--- config.mk ---
export PLATFORM = sky130hd
export DESIGN_NAME = buffered_channel_with_wait_queues_flat
export DESIGN_NICKNAME = d
export VERILOG_FILES = /design/src/hw/rtl/bcwq_pkg.sv /design/src/hw/rtl/bcwq_if.sv /design/src/hw/rtl/bcwq_ctrl.sv /design/src/hw/rtl/bcwq_datapath.sv /design/src/hw/rtl/buffered_channel_with_wait_queues.sv /design/src/flat_wrapper.sv
export SDC_FILE = /design/constraint.sdc
export NUM_CORES = 2
export LEC_CHECK = 0
export BUFFER_PORTS_ARGS = -buffer_cell sky130_fd_sc_hd__buf_4
export CAP_MARGIN = 20
export CORE_MARGIN = 2
export CORE_UTILIZATION = 55
export DETAILED_ROUTE_END_ITERATION = 8
export GPL_TIMING_DRIVEN = 0
export PLACE_DENSITY = 0.71
export SYNTH_ARGS = -nofsm -noshare
export SYNTH_HDL_FRONTEND = slang
export SYNTH_SLANG_ARGS = --single-unit
--- constraint.sdc ---
create_clock -name clk_i -period 22.1 [get_ports clk_i]
set_clock_uncertainty 0.2 [all_clocks]
set_input_delay 3.315 -clock clk_i [delete_from_list [all_inputs] [get_ports clk_i]]
set_output_delay 3.315 -clock clk_i [all_outputs]
set_load 0.05 [all_outputs]
--- src/hw/rtl/bcwq_pkg.sv ---
// Shared types and codes for the buffered channel with wait queues.
// No dependencies; used by the interfaces and all modules.
package bcwq_pkg;

  localparam int unsigned FIELD_W = 64;
  localparam int unsigned ID_W    = 8;
  localparam int unsigned LIMIT_W = 5;

  // Request kinds
  localparam logic KIND_SEND = 1'b0;
  localparam logic KIND_RECV = 1'b1;

  // Result status codes
  typedef enum logic [1:0] {
    STAT_CONTINUE = 2'd0,
    STAT_SUSPEND  = 2'd1,
    STAT_QFULL    = 2'd2
  } status_e;

  // Controller states, one-hot
  typedef enum logic [2:0] {
    S_IDLE  = 3'b001,
    S_FETCH = 3'b010,
    S_EXEC  = 3'b100
  } state_e;

  typedef struct packed {
    logic               kind;
    logic [ID_W-1:0]    task_id;
    logic [FIELD_W-1:0] data_in;
  } in_item_t;

  typedef struct packed {
    logic [1:0]         status;
    logic               read_valid;
    logic [FIELD_W-1:0] read_value;
    logic               wake_valid;
    logic [ID_W-1:0]    wake_id;
    logic               wake_at_front;
    logic               wake_value_valid;
    logic [FIELD_W-1:0] wake_value;
    logic               caller_requeued;
  } out_item_t;

  // Controller to datapath commands
  typedef struct packed {
    logic capture;  // latch the accepted request
    logic commit;   // apply state update and load the result register
  } ctrl_cmd_t;

endpackage

--- src/hw/rtl/bcwq_if.sv ---
// Valid/ready channel interfaces for requests and results.
// Depends on bcwq_pkg for the payload types.
interface bcwq_in_if
  import bcwq_pkg::*;
();
  logic     valid;
  logic     ready;
  in_item_t payload;

  modport source (output valid, output payload, input ready);
  modport sink   (input valid, input payload, output ready);
endinterface

interface bcwq_out_if
  import bcwq_pkg::*;
();
  logic      valid;
  logic      ready;
  out_item_t payload;

  modport source (output valid, output payload, input ready);
  modport sink   (input valid, input payload, output ready);
endinterface

--- src/hw/rtl/bcwq_ctrl.sv ---
// Sequencing controller: accept, fetch queue heads, execute and hand off.
// Depends on bcwq_pkg for state and command types.
module bcwq_ctrl
  import bcwq_pkg::*;
(
  input  logic      clk_i,
  input  logic      rst_ni,
  input  logic      in_valid_i,
  output logic      in_ready_o,
  output logic      out_valid_o,
  input  logic      out_ready_i,
  output ctrl_cmd_t cmd_o
);

  state_e state_q, state_d;
  logic   out_valid_q, out_valid_d;
  logic   accept, commit;

  assign in_ready_o = (state_q == S_IDLE) && rst_ni;
  assign accept     = in_valid_i && in_ready_o;
  // result register is free when empty or being drained this cycle
  assign commit     = (state_q == S_EXEC) && (!out_valid_q || out_ready_i);

  assign cmd_o.capture = accept;
  assign cmd_o.commit  = commit;
  assign out_valid_o   = out_valid_q;

  // next state
  always_comb begin
    state_d = state_q;
    unique case (state_q)
      S_IDLE:  if (accept) state_d = S_FETCH;
      S_FETCH: state_d = S_EXEC;
      S_EXEC:  if (commit) state_d = S_IDLE;
      default: state_d = S_IDLE;
    endcase
  end

  // result valid flag
  always_comb begin
    out_valid_d = out_valid_q;
    if (commit) begin
      out_valid_d = 1'b1;
    end else if (out_ready_i) begin
      out_valid_d = 1'b0;
    end
  end

  always_ff @(posedge clk_i or negedge rst_ni) begin
    if (!rst_ni) begin
      state_q     <= S_IDLE;
      out_valid_q <= 1'b0;
    end else begin
      state_q     <= state_d;
      out_valid_q <= out_valid_d;
    end
  end

endmodule

--- src/hw/rtl/bcwq_datapath.sv ---
// Datapath: value buffer and wait queue memories, pointers, decision logic
// and result register. Depends on bcwq_pkg; driven by bcwq_ctrl commands.
module bcwq_datapath
  import bcwq_pkg::*;
#(
  parameter int unsigned BUFFER_DEPTH = 16,
  parameter int unsigned WAIT_DEPTH   = 16,
  parameter int unsigned DATA_WIDTH   = 64
) (
  input  logic               clk_i,
  input  logic               rst_ni,
  input  ctrl_cmd_t          cmd_i,
  input  in_item_t           in_item_i,
  input  logic               cfg_we_i,
  input  logic [LIMIT_W-1:0] cfg_wdata_i,
  output out_item_t          out_item_o
);

  localparam int unsigned VPW  = (BUFFER_DEPTH > 1) ? $clog2(BUFFER_DEPTH) : 1;
  localparam int unsigned VCW  = $clog2(BUFFER_DEPTH + 1);
  localparam int unsigned VSW  = ((VPW > VCW) ? VPW : VCW) + 1;
  localparam int unsigned WPW  = (WAIT_DEPTH > 1) ? $clog2(WAIT_DEPTH) : 1;
  localparam int unsigned WCW  = $clog2(WAIT_DEPTH + 1);
  localparam int unsigned WSW  = ((WPW > WCW) ? WPW : WCW) + 1;
  localparam int unsigned CAPW = (VCW > LIMIT_W) ? VCW : LIMIT_W;
  localparam logic [LIMIT_W-1:0] LIMIT_RST = LIMIT_W'(16);

  // storage
  logic [DATA_WIDTH-1:0] vmem      [BUFFER_DEPTH];
  logic [ID_W-1:0]       smem_id   [WAIT_DEPTH];
  logic [DATA_WIDTH-1:0] smem_val  [WAIT_DEPTH];
  logic [ID_W-1:0]       rmem_id   [WAIT_DEPTH];

  // head read registers
  logic [DATA_WIDTH-1:0] vrd_q, sval_q;
  logic [ID_W-1:0]       sid_q, rid_q;

  // captured request
  logic                  kind_q;
  logic [ID_W-1:0]       id_q;
  logic [DATA_WIDTH-1:0] data_q;

  // control state
  logic [LIMIT_W-1:0] limit_q;
  logic [VCW-1:0]     vcount_q, vcount_d;
  logic [VPW-1:0]     vhead_q, vhead_d;
  logic [WCW-1:0]     scount_q, scount_d, rcount_q, rcount_d;
  logic [WPW-1:0]     shead_q, shead_d, rhead_q, rhead_d;

  out_item_t out_q, res;

  // tails and wrapped increments
  logic [VSW-1:0] vsum;
  logic [WSW-1:0] ssum, rsum;
  logic [VPW-1:0] vtail, vhead_inc;
  logic [WPW-1:0] stail, rtail, shead_inc, rhead_inc;
  logic [VPW:0]   vinc;
  logic [WPW:0]   sinc, rinc;

  assign vsum  = VSW'(vhead_q) + VSW'(vcount_q);
  assign vtail = (vsum >= VSW'(BUFFER_DEPTH)) ? VPW'(vsum - VSW'(BUFFER_DEPTH)) : VPW'(vsum);
  assign ssum  = WSW'(shead_q) + WSW'(scount_q);
  assign stail = (ssum >= WSW'(WAIT_DEPTH)) ? WPW'(ssum - WSW'(WAIT_DEPTH)) : WPW'(ssum);
  assign rsum  = WSW'(rhead_q) + WSW'(rcount_q);
  assign rtail = (rsum >= WSW'(WAIT_DEPTH)) ? WPW'(rsum - WSW'(WAIT_DEPTH)) : WPW'(rsum);

  assign vinc      = {1'b0, vhead_q} + 1'b1;
  assign vhead_inc = (vinc == (VPW + 1)'(BUFFER_DEPTH)) ? '0 : vinc[VPW-1:0];
  assign sinc      = {1'b0, shead_q} + 1'b1;
  assign shead_inc = (sinc == (WPW + 1)'(WAIT_DEPTH)) ? '0 : sinc[WPW-1:0];
  assign rinc      = {1'b0, rhead_q} + 1'b1;
  assign rhead_inc = (rinc == (WPW + 1)'(WAIT_DEPTH)) ? '0 : rinc[WPW-1:0];

  // effective capacity: zero acts as one, clamp to the buffer depth
  logic [CAPW-1:0] lim, cap;
  assign lim = CAPW'(limit_q);
  always_comb begin
    if (lim == '0) begin
      cap = CAPW'(1);
    end else if (lim > CAPW'(BUFFER_DEPTH)) begin
      cap = CAPW'(BUFFER_DEPTH);
    end else begin
      cap = lim;
    end
  end

  logic v_room, v_empty, s_full, s_any, r_full, r_any;
  assign v_room  = CAPW'(vcount_q) < cap;
  assign v_empty = (vcount_q == '0);
  assign s_full  = (scount_q == WCW'(WAIT_DEPTH));
  assign s_any   = (scount_q != '0);
  assign r_full  = (rcount_q == WCW'(WAIT_DEPTH));
  assign r_any   = (rcount_q != '0);

  // decision and result
  logic                  v_we, s_we, r_we;
  logic [DATA_WIDTH-1:0] v_wdata;

  always_comb begin
    res      = '0;
    v_we     = 1'b0;
    s_we     = 1'b0;
    r_we     = 1'b0;
    v_wdata  = data_q;
    vcount_d = vcount_q;
    vhead_d  = vhead_q;
    scount_d = scount_q;
    shead_d  = shead_q;
    rcount_d = rcount_q;
    rhead_d  = rhead_q;
    if (kind_q == KIND_SEND) begin
      priority if (r_any) begin
        // direct handoff to the oldest blocked receiver
        res.status           = STAT_SUSPEND;
        res.wake_valid       = 1'b1;
        res.wake_id          = rid_q;
        res.wake_at_front    = 1'b1;
        res.wake_value_valid = 1'b1;
        res.wake_value       = FIELD_W'(data_q);
        res.caller_requeued  = 1'b1;
        rhead_d              = rhead_inc;
        rcount_d             = rcount_q - 1'b1;
      end else if (v_room) begin
        res.status = STAT_CONTINUE;
        v_we       = 1'b1;
        vcount_d   = vcount_q + 1'b1;
      end else if (s_full) begin
        res.status = STAT_QFULL;
      end else begin
        res.status = STAT_SUSPEND;
        s_we       = 1'b1;
        scount_d   = scount_q + 1'b1;
      end
    end else begin
      priority if (v_empty && r_full) begin
        res.status = STAT_QFULL;
      end else if (v_empty) begin
        res.status = STAT_SUSPEND;
        r_we       = 1'b1;
        rcount_d   = rcount_q + 1'b1;
      end else begin
        // pop oldest value, refill from oldest blocked sender
        res.status     = STAT_CONTINUE;
        res.read_valid = 1'b1;
        res.read_value = FIELD_W'(vrd_q);
        vhead_d        = vhead_inc;
        if (s_any) begin
          v_we           = 1'b1;
          v_wdata        = sval_q;
          res.wake_valid = 1'b1;
          res.wake_id    = sid_q;
          shead_d        = shead_inc;
          scount_d       = scount_q - 1'b1;
        end else begin
          vcount_d = vcount_q - 1'b1;
        end
      end
    end
  end

  // memories: write on commit, read heads every cycle
  always_ff @(posedge clk_i) begin
    if (cmd_i.commit && v_we) begin
      vmem[vtail] <= v_wdata;
    end
    vrd_q <= vmem[vhead_q];
  end

  always_ff @(posedge clk_i) begin
    if (cmd_i.commit && s_we) begin
      smem_id[stail]  <= id_q;
      smem_val[stail] <= data_q;
    end
    sid_q  <= smem_id[shead_q];
    sval_q <= smem_val[shead_q];
  end

  always_ff @(posedge clk_i) begin
    if (cmd_i.commit && r_we) begin
      rmem_id[rtail] <= id_q;
    end
    rid_q <= rmem_id[rhead_q];
  end

  // request capture and result register
  always_ff @(posedge clk_i) begin
    if (cmd_i.capture) begin
      kind_q <= in_item_i.kind;
      id_q   <= in_item_i.task_id;
      data_q <= in_item_i.data_in[DATA_WIDTH-1:0];
    end
    if (cmd_i.commit) begin
      out_q <= res;
    end
  end

  // pointers, counts and limit register
  always_ff @(posedge clk_i or negedge rst_ni) begin
    if (!rst_ni) begin
      limit_q  <= LIMIT_RST;
      vcount_q <= '0;
      vhead_q  <= '0;
      scount_q <= '0;
      shead_q  <= '0;
      rcount_q <= '0;
      rhead_q  <= '0;
    end else begin
      if (cfg_we_i) begin
        limit_q <= cfg_wdata_i;
      end
      if (cmd_i.commit) begin
        vcount_q <= vcount_d;
        vhead_q  <= vhead_d;
        scount_q <= scount_d;
        shead_q  <= shead_d;
        rcount_q <= rcount_d;
        rhead_q  <= rhead_d;
      end
    end
  end

  assign out_item_o = out_q;

endmodule

--- src/hw/rtl/buffered_channel_with_wait_queues.sv ---
// A request is captured; the fetch state reads its queue heads, and execute
// loads the result register once free; no new request is taken before that.
// Queue-head reads are registered memory reads that must settle before the
// state update. Reset: counts, heads and buffer_limit (16) reset at once;
// buffer and wait queue memories are not cleared and need no clearing pass.
module buffered_channel_with_wait_queues
  import bcwq_pkg::*;
#(
  parameter int unsigned BUFFER_DEPTH = 16,
  parameter int unsigned WAIT_DEPTH   = 16,
  parameter int unsigned DATA_WIDTH   = 64
) (
  input  logic               clk_i,
  input  logic               rst_ni,
  bcwq_in_if.sink            in_i,
  bcwq_out_if.source         out_o,
  input  logic               cfg_we_i,
  input  logic [LIMIT_W-1:0] cfg_wdata_i
);

  ctrl_cmd_t cmd;

  // sequencing
  bcwq_ctrl u_ctrl (
    .clk_i       (clk_i),
    .rst_ni      (rst_ni),
    .in_valid_i  (in_i.valid),
    .in_ready_o  (in_i.ready),
    .out_valid_o (out_o.valid),
    .out_ready_i (out_o.ready),
    .cmd_o       (cmd)
  );

  // queues and result
  bcwq_datapath #(
    .BUFFER_DEPTH (BUFFER_DEPTH),
    .WAIT_DEPTH   (WAIT_DEPTH),
    .DATA_WIDTH   (DATA_WIDTH)
  ) u_dp (
    .clk_i       (clk_i),
    .rst_ni      (rst_ni),
    .cmd_i       (cmd),
    .in_item_i   (in_i.payload),
    .cfg_we_i    (cfg_we_i),
    .cfg_wdata_i (cfg_wdata_i),
    .out_item_o  (out_o.payload)
  );

endmodule

--- src/flat_wrapper.sv ---
// flat-port wrapper written by rule: the top's interface ports become plain ports
module buffered_channel_with_wait_queues_flat import bcwq_pkg::*;
#(
  parameter int unsigned BUFFER_DEPTH = 16,
  parameter int unsigned WAIT_DEPTH   = 16,
  parameter int unsigned DATA_WIDTH   = 64
)
  (clk_i, rst_ni, cfg_we_i, cfg_wdata_i, in_i_valid, in_i_payload, in_i_ready, out_o_valid, out_o_payload, out_o_ready);
  bcwq_in_if in_i_i ();
  bcwq_out_if out_o_i ();
  input  logic clk_i;
  input  logic rst_ni;
  input  logic cfg_we_i;
  input  logic [LIMIT_W-1:0] cfg_wdata_i;
  input wire logic [$bits(in_i_i.valid)-1:0] in_i_valid;
  input wire logic [$bits(in_i_i.payload)-1:0] in_i_payload;
  output wire logic [$bits(in_i_i.ready)-1:0] in_i_ready;
  output wire logic [$bits(out_o_i.valid)-1:0] out_o_valid;
  output wire logic [$bits(out_o_i.payload)-1:0] out_o_payload;
  input wire logic [$bits(out_o_i.ready)-1:0] out_o_ready;
  assign in_i_i.valid = in_i_valid;
  assign in_i_i.payload = in_i_payload;
  assign in_i_ready = in_i_i.ready;
  assign out_o_valid = out_o_i.valid;
  assign out_o_payload = out_o_i.payload;
  assign out_o_i.ready = out_o_ready;
  buffered_channel_with_wait_queues #(.BUFFER_DEPTH(BUFFER_DEPTH), .WAIT_DEPTH(WAIT_DEPTH), .DATA_WIDTH(DATA_WIDTH)) u_core (.clk_i(clk_i), .rst_ni(rst_ni), .in_i(in_i_i), .out_o(out_o_i), .cfg_we_i(cfg_we_i), .cfg_wdata_i(cfg_wdata_i));
endmodule
### Word level (Yosys, flattened, before mapping)

Memory sizes are Yosys's and may differ from the RTL's. A register that Yosys moved wholly into a read port is not among the register bits.
Cells that the tools add are included.

* register bits after elaboration: 252
* bits in writable memories: 2304
* input bits: 83
* output and inout bits: 145
* word-level logic and storage cells: 157
* memories kept: 4

* add/sub/neg operators: 15
* magnitude comparators: 5
* equal/unequal tests: 18
* multiplexer cells: 64
* bitwise logic cells: 4
* reduce and logical (&&, ||, !) cells: 26

Memories
* u_core.u_dp.smem_val: depth 16, bits a word 64, read ports 1, clocked after Yosys merged registers in 1, wr ports 1, line bcwq_datapath.sv:31 `logic [DATA_WIDTH-1:0] smem_val [WAIT_DEPTH];`
* u_core.u_dp.vmem: depth 16, bits a word 64, read ports 1, clocked after Yosys merged registers in 1, wr ports 1, line bcwq_datapath.sv:29 `logic [DATA_WIDTH-1:0] vmem [BUFFER_DEPTH];`
* u_core.u_dp.rmem_id: depth 16, bits a word 8, read ports 1, clocked after Yosys merged registers in 1, wr ports 1, line bcwq_datapath.sv:32 `logic [ID_W-1:0] rmem_id [WAIT_DEPTH];`
* u_core.u_dp.smem_id: depth 16, bits a word 8, read ports 1, clocked after Yosys merged registers in 1, wr ports 1, line bcwq_datapath.sv:30 `logic [ID_W-1:0] smem_id [WAIT_DEPTH];`

Operators with widths (count)
* $mux 64: 4
* $mux 5: 19
* $mux 76: 1
* $mux 74: 1
* $mux 9: 3
* $eq 5x5->1 const B: 5
* $mux 4: 6
* $mux 1: 22
* $add 4x5->6: 3
* $ge 6x5->1 const B: 3
* $ne 2x2->1 const B: 8
* $add 4x1->5 const B: 3
* $add 5x1->5 const B: 3
* $sub 5x1->5 const B: 3
* $sub 4x1->4 const B: 3
* $logic_not 5->1: 2
* $mux 2: 5
* $reduce_bool 5->1: 2
* $pmux 3 s3: 1
* $reduce_and 4->1: 2
* $logic_and 1x1->1: 7
* $reduce_and 7->1: 1
* $mux 3: 2
* $reduce_and 6->1: 1
* other kinds (15): 22

### Depth between registers and ports, before layout

* depth in word-level cells: 10
* depth in mapped cells: 9
* mapped depth without buffers: 8

### By module

From an unflattened synthesis, not the netlist that was laid out.

* cells, all modules: 4079
* area total of the unflattened synthesis: 100490.1 um^2

By module, submodules not included
* bcwq_datapath: instances 1, cells an instance 4061, area an instance 100283.7 um^2, seq. area each 79297.3 um^2
* bcwq_ctrl: instances 1, cells an instance 18, area an instance 206.4 um^2, seq. area each 101.3 um^2

### Worst setup path before layout

No wires, ideal clock.

* path type: in2reg
* start point: input out_o_ready
* end point: memory u_core.u_dp.vmem[2][0], enable pin
* setup time: 0.644 ns
* data arrival time: 13.705 ns
* data required time: 21.256 ns
* path slack: 7.551 ns
* stages on the path: 5
* path buffers: 0
* cell sequence: nand2b_1 > nand3_2 > inv_1 > o211ai_1 > nor4_1

* cells in the longest elaborated chain, start to end: 5

Ends and longest elaborated chain
* start: declaration: line flat_wrapper.sv:20 `input wire logic [$bits(out_o_i.ready)-1:0] out_o_ready;`
* $logic_or 1x1->1: line bcwq_ctrl.sv:22 `assign commit = (state_q == S_EXEC) && (!out_valid_q || out_ready_i);`
* $logic_and 1x1->1: line bcwq_ctrl.sv:22
* named net u_core.u_ctrl.commit: line bcwq_ctrl.sv:17 `logic accept, commit;`
* $logic_and 1x1->1: line bcwq_datapath.sv:163 `if (cmd_i.commit && v_we) begin`
* $mux 1: line bcwq_datapath.sv:163
* $mux 1 (not written as such): line bcwq_datapath.sv:164 `vmem[vtail] <= v_wdata;`
* end: declaration: line bcwq_datapath.sv:29

The timed path passes the listed nets, and every way through them passes these cells.

### Worst setup path in the final report

* start point: input rst_ni
* end point: output in_i_ready

* cells in the longest elaborated chain, start to end: 1

Ends and longest elaborated chain
* start: declaration: line flat_wrapper.sv:12 `input logic rst_ni;`
* $logic_and 1x1->1: line bcwq_ctrl.sv:19 `assign in_ready_o = (state_q == S_IDLE) && rst_ni;`
* end: declaration: line flat_wrapper.sv:17 `output wire logic [$bits(in_i_i.ready)-1:0] in_i_ready;`

No other way between the ends.

==> impl_metrics.csv <==
group,metric,value,unit
pwr,clkPwrFrac,41.0,%
detailed_routing,wl_per_cell,30.2,um
logic_synthesis,post_synth.cell_area_avg,22.6,sq um
worst_setup_path,critPathLaunch,"rst_ni",
pwr,power_report.internal_total,8.73,mW
pwr,combinational_power_share,7.4,%
logic_synthesis,yosys.area_share.adder,0.431,%
outcome,status,"complete, no violations",
final_layout,flow.area_growth_from_synthesis,16.5,%
floorplanning,dieWidth,431,um
floorplanning,boundaryPins,228,
detailed_routing,detail_route.vias_per_cell,6.19,
floorplanning,die-height,431,um
final_layout,drive_gt1_share,30.2,%
clock_network,clock_tree.buffer_depth,4,
logic_synthesis,post-synth-top-count-cell,"sky130_fd_sc_hd__edfxtp_1",
logic_synthesis,postSynth.topFlopCell,"sky130_fd_sc_hd__edfxtp_1",
detailed_routing,drt_drc_violations_left,0,
grt,grt_start_max_net_pins,102,
timing,final.setup.tns,0,ns
logic_synthesis,synthArstFlopShare,1.33,%
timing,final-setup-viol-count,0,
detailed_routing,first_pass_iters,6,
final_layout,multi_input_area,20300,sq um
final_layout,num-fill-cells,11600,
pwr,power.sequential.fraction,51.6,%
final_layout,final_net_count,5320,
floorplanning,dieArea,186000,sq um
logic_synthesis,dominant_combinational_cell_family_by_area_after_synthesis,"multiplexers",
placement,setup_slack_at_placement,14.14,ns
logic_synthesis,yosys.area_share.xor_xnor,0.323,%
timing,fmaxAchievable,126,MHz
final_layout,seq_area,79400,sq um
logic_synthesis,library_cells_used_by_synthesis,59,
pwr,total_power,11.1,mW
worst_setup_path,worst_setup_path_end_kind,"output port",
timing,worst_tran_pin_value,1.21,ns
clock_network,cts_tree,"yes",
timing,final.period_utilization,35.9,%
logic_synthesis,synth.ff_latch_count,2698,
floorplanning,core_region_area,181000,sq um
clock_network,clock_sink_count,2698,
floorplanning,std_cell_rows,156,
detailed_routing,drt_iter0_drc,6061,
logic_synthesis,synthMuxAreaShare,15.3,%
placement,gp_congestion,0.778,
pwr,p_switching,2.39,mW
timing,finalHoldViolations,0,
grt,globalRouteOverflowTotal,0,
timing,rsz_0062_raised_after_global_routing,"false",
pwr,powerDensity,95.1,nW/um^2
clock_network,h-tree-depth,5,
logic_synthesis,post_synth_edffs,2518,
final_layout,final_cells,7779,
pwr,maximum_vdd_drop,0.0853,mV
worst_setup_path,critical_path_data_required_time,18.59,ns
pwr,leakagePower,37.5,nW
clock_network,gates_resized_cts_repair,0,
worst_setup_path,criticalPathCategory,"input pin to output port",
detailed_routing,num_vias,48100,
clock_network,cts_hold_buf,0,
worst_setup_path,cp-start-kind,"input pin",
logic_synthesis,sequential_share_of_the_synthesized_area,79.1,%
floorplanning,start_util,55.4,%
placement,placed_cell_area,108000,sq um
clock_network,post_cts_setup_buffer_count,0,
worst_setup_path,timing.rr.start,"u_core.u_dp.vhead_q[1]$_DFFE_PN0P_",
timing,drv_slew,0,
logic_synthesis,post-synth-top-area-cell,"sky130_fd_sc_hd__edfxtp_1",
clock_network,tritoncts.num_buffers,281,
logic_synthesis,yosys_warnings,0,
clock_network,clk_pin_slew_worst_paths,0.05,ns
timing,timing.final.ws_setup,14.17,ns
grt,grt_util_all_layers,25.5,%
pwr,switching_share,21.5,%
hold_path,timing.hold.worst.class,"flop to flop",
placement,placement.io_buffers,227,
detailed_routing,drt-total-wl,235,mm
logic_synthesis,synth_top_cells_by_area,"sky130_fd_sc_hd__edfxtp_1 (75%), sky130_fd_sc_hd__mux4_2 (15%), sky130_fd_sc_hd__dfxtp_1 (2.9%), sky130_fd_sc_hd__and2_1 (1.0%), sky130_fd_sc_hd__nand2_1 (1.0%)",
clock_network,insertion_delay,0.92,ns
hold_path,holdCritStartpoint,"u_core.u_dp.vrd_q[4]$_DFF_P_",
logic_synthesis,synth-compound-area-share,1.21,%
clock_network,cts.root.buffer_cell,"sky130_fd_sc_hd__clkbuf_16",
logic_synthesis,cell_area_after_synthesis,100000,sq um
final_layout,finalInstanceArea,117000,sq um
placement,numPlacedInstances,7278,
final_layout,utilization,64.6,%
grt,first_global_vias,49300,
worst_setup_path,path_max_fanout,37,
logic_synthesis,mappedNetlistNets,4567,
grt,initial_antenna_violation_count,6,
logic_synthesis,yosys.area_share.simple,2.75,%
job,maxCapViolCount,0,
grt,wire_length_of_the_first_global_routing_pass,339,mm
logic_synthesis,area_fraction_of_the_dominant_cell_type_after_synthesis,75.3,%
timing,max-slew-margin-rel,19.6,%
worst_setup_path,worst_ep_arrival_time,4.41,ns
detailed_routing,drt.antenna.violating_nets,0,
placement,dp.final_hpwl,155,mm
logic_synthesis,synth_cells,4453,
timing,finalWorstPathRequiredPeriod,7.93,ns
logic_synthesis,synth.top_cells.by_count,"sky130_fd_sc_hd__edfxtp_1 (2518), sky130_fd_sc_hd__mux4_2 (656), sky130_fd_sc_hd__nand2_1 (269)",
timing,final.hold.worst_slack,0.301,ns
==> registers in the layout (all words and copies together) (netlist names), 64 cells and up <==
register / count
u_core.u_dp.data_q: 64
u_core.u_dp.out_item_o: 141
u_core.u_dp.rmem_id: 128
u_core.u_dp.smem_id: 128
u_core.u_dp.smem_val: 1024
u_core.u_dp.sval_q: 64
u_core.u_dp.vmem: 1024
u_core.u_dp.vrd_q: 64
==> critical path, cell delays in order <==
cell,delay (ns)
sky130_fd_sc_hd__buf_4,0.42
sky130_fd_sc_hd__nand2_1,0.10
sky130_fd_sc_hd__nor3_1,0.29
sky130_fd_sc_hd__buf_4,0.27
==> metal layers <==
layer / track usage, % / part of all wire (%) / vias to the layer above
met1: 34.2 / 38 / 25600
met3: 4.09 / 7.7 / 379
met5: 0 / 0.0051 / -
met2: 43.0 / 51 / 2199
met4: 8.40 / 2.9 / 2
li1: - / - / 19900
==> power by group through the flow <==
stage          registers [mW]  logic [mW]  clock network (mW)
5_1_grt                  5.75       0.874                4.82
4_1_cts                  5.74       0.815                4.62
2_1_floorplan            5.83       0.533                   0
6_report                 5.74       0.821                4.57
3_3_place_gp             5.85       0.781                   0
3_5_place_dp             5.85       0.810                   0
==> cell type report <==
class / count / share of cell area, %
multi-input cells: 1523 / 17.3
plain buffers: 221 / 0.782
well taps: 2370 / 2.53
repair buffers: 470 / 3.88
inverters: 11 / 0.0417
clock buffers: 383 / 6.68
diodes: 3 / 0.00642
clock inverters: 100 / 0.867
flip-flops and latches: 2698 / 67.9
==> cells in the final DEF, fill, tap and decap left out, types with 7 or more instances in the layout <==
cell type,synthesis,layout
sky130_fd_sc_hd__clkinv_1,1,35
sky130_fd_sc_hd__mux4_2,656,656
sky130_fd_sc_hd__nor2_1,49,33
sky130_fd_sc_hd__ha_1,25,25
sky130_fd_sc_hd__buf_12,0,43
sky130_fd_sc_hd__a22o_1,8,8
sky130_fd_sc_hd__and2_1,168,167
sky130_fd_sc_hd__a21oi_1,51,51
sky130_fd_sc_hd__buf_6,0,35
sky130_fd_sc_hd__clkbuf_8,0,30
sky130_fd_sc_hd__dfrtp_1,34,34
sky130_fd_sc_hd__xnor2_1,27,27
sky130_fd_sc_hd__a31oi_1,24,24
sky130_fd_sc_hd__mux2i_1,43,43
sky130_fd_sc_hd__xor2_1,10,10
sky130_fd_sc_hd__buf_1,18,18
sky130_fd_sc_hd__nor2_4,0,16
sky130_fd_sc_hd__clkinv_2,0,32
sky130_fd_sc_hd__nand2_1,269,269
sky130_fd_sc_hd__mux2_2,13,13
sky130_fd_sc_hd__buf_2,57,57
sky130_fd_sc_hd__nor4_2,1,13
sky130_fd_sc_hd__a211oi_1,64,64
sky130_fd_sc_hd__buf_8,0,17
sky130_fd_sc_hd__bufinv_16,0,20
sky130_fd_sc_hd__buf_16,0,11
sky130_fd_sc_hd__inv_1,10,9
sky130_fd_sc_hd__dfxtp_1,144,144
sky130_fd_sc_hd__buf_4,3,367
sky130_fd_sc_hd__edfxtp_1,2518,2518
sky130_fd_sc_hd__a21o_1,7,7
sky130_fd_sc_hd__clkbuf_1,143,208
sky130_fd_sc_hd__clkbuf_16,0,286
sky130_fd_sc_hd__nor2b_1,24,24
==> path summary, 6_finish.rpt <==
kind | to | slack [ns] | cells past startpoint
max in group asynchronous | u_core.u_ctrl.state_q[0]$_DFFE_PN1P_ | 19.14 | 1
min in group asynchronous | u_core.u_dp.lim[0]$_DFFE_PN0P_ | 2.18 | 1
worst min register to register | u_core.u_dp.out_item_o[80]$_SDFFCE_PP0P_ | 0.30 | 1
worst max register to register | u_core.u_dp.vmem[7][35]$_DFFE_PP_ | 15.92 | 12
worst max-delay path | in_i_ready | 14.17 | 4
worst min-delay path | u_core.u_dp.out_item_o[80]$_SDFFCE_PP0P_ | 0.30 | 1
==> logic make-up (layout without fill, tap and decap cells) <==
group	Yosys count	count (layout)
compound gates	179	179
xor+xnor	37	37
fa+ha+maj	31	31
buf+inv	232	1185
flops	2698	2698
mux	712	712
other cells	0	3
simple gates	564	564
Power figures use the tool's default switching activity.
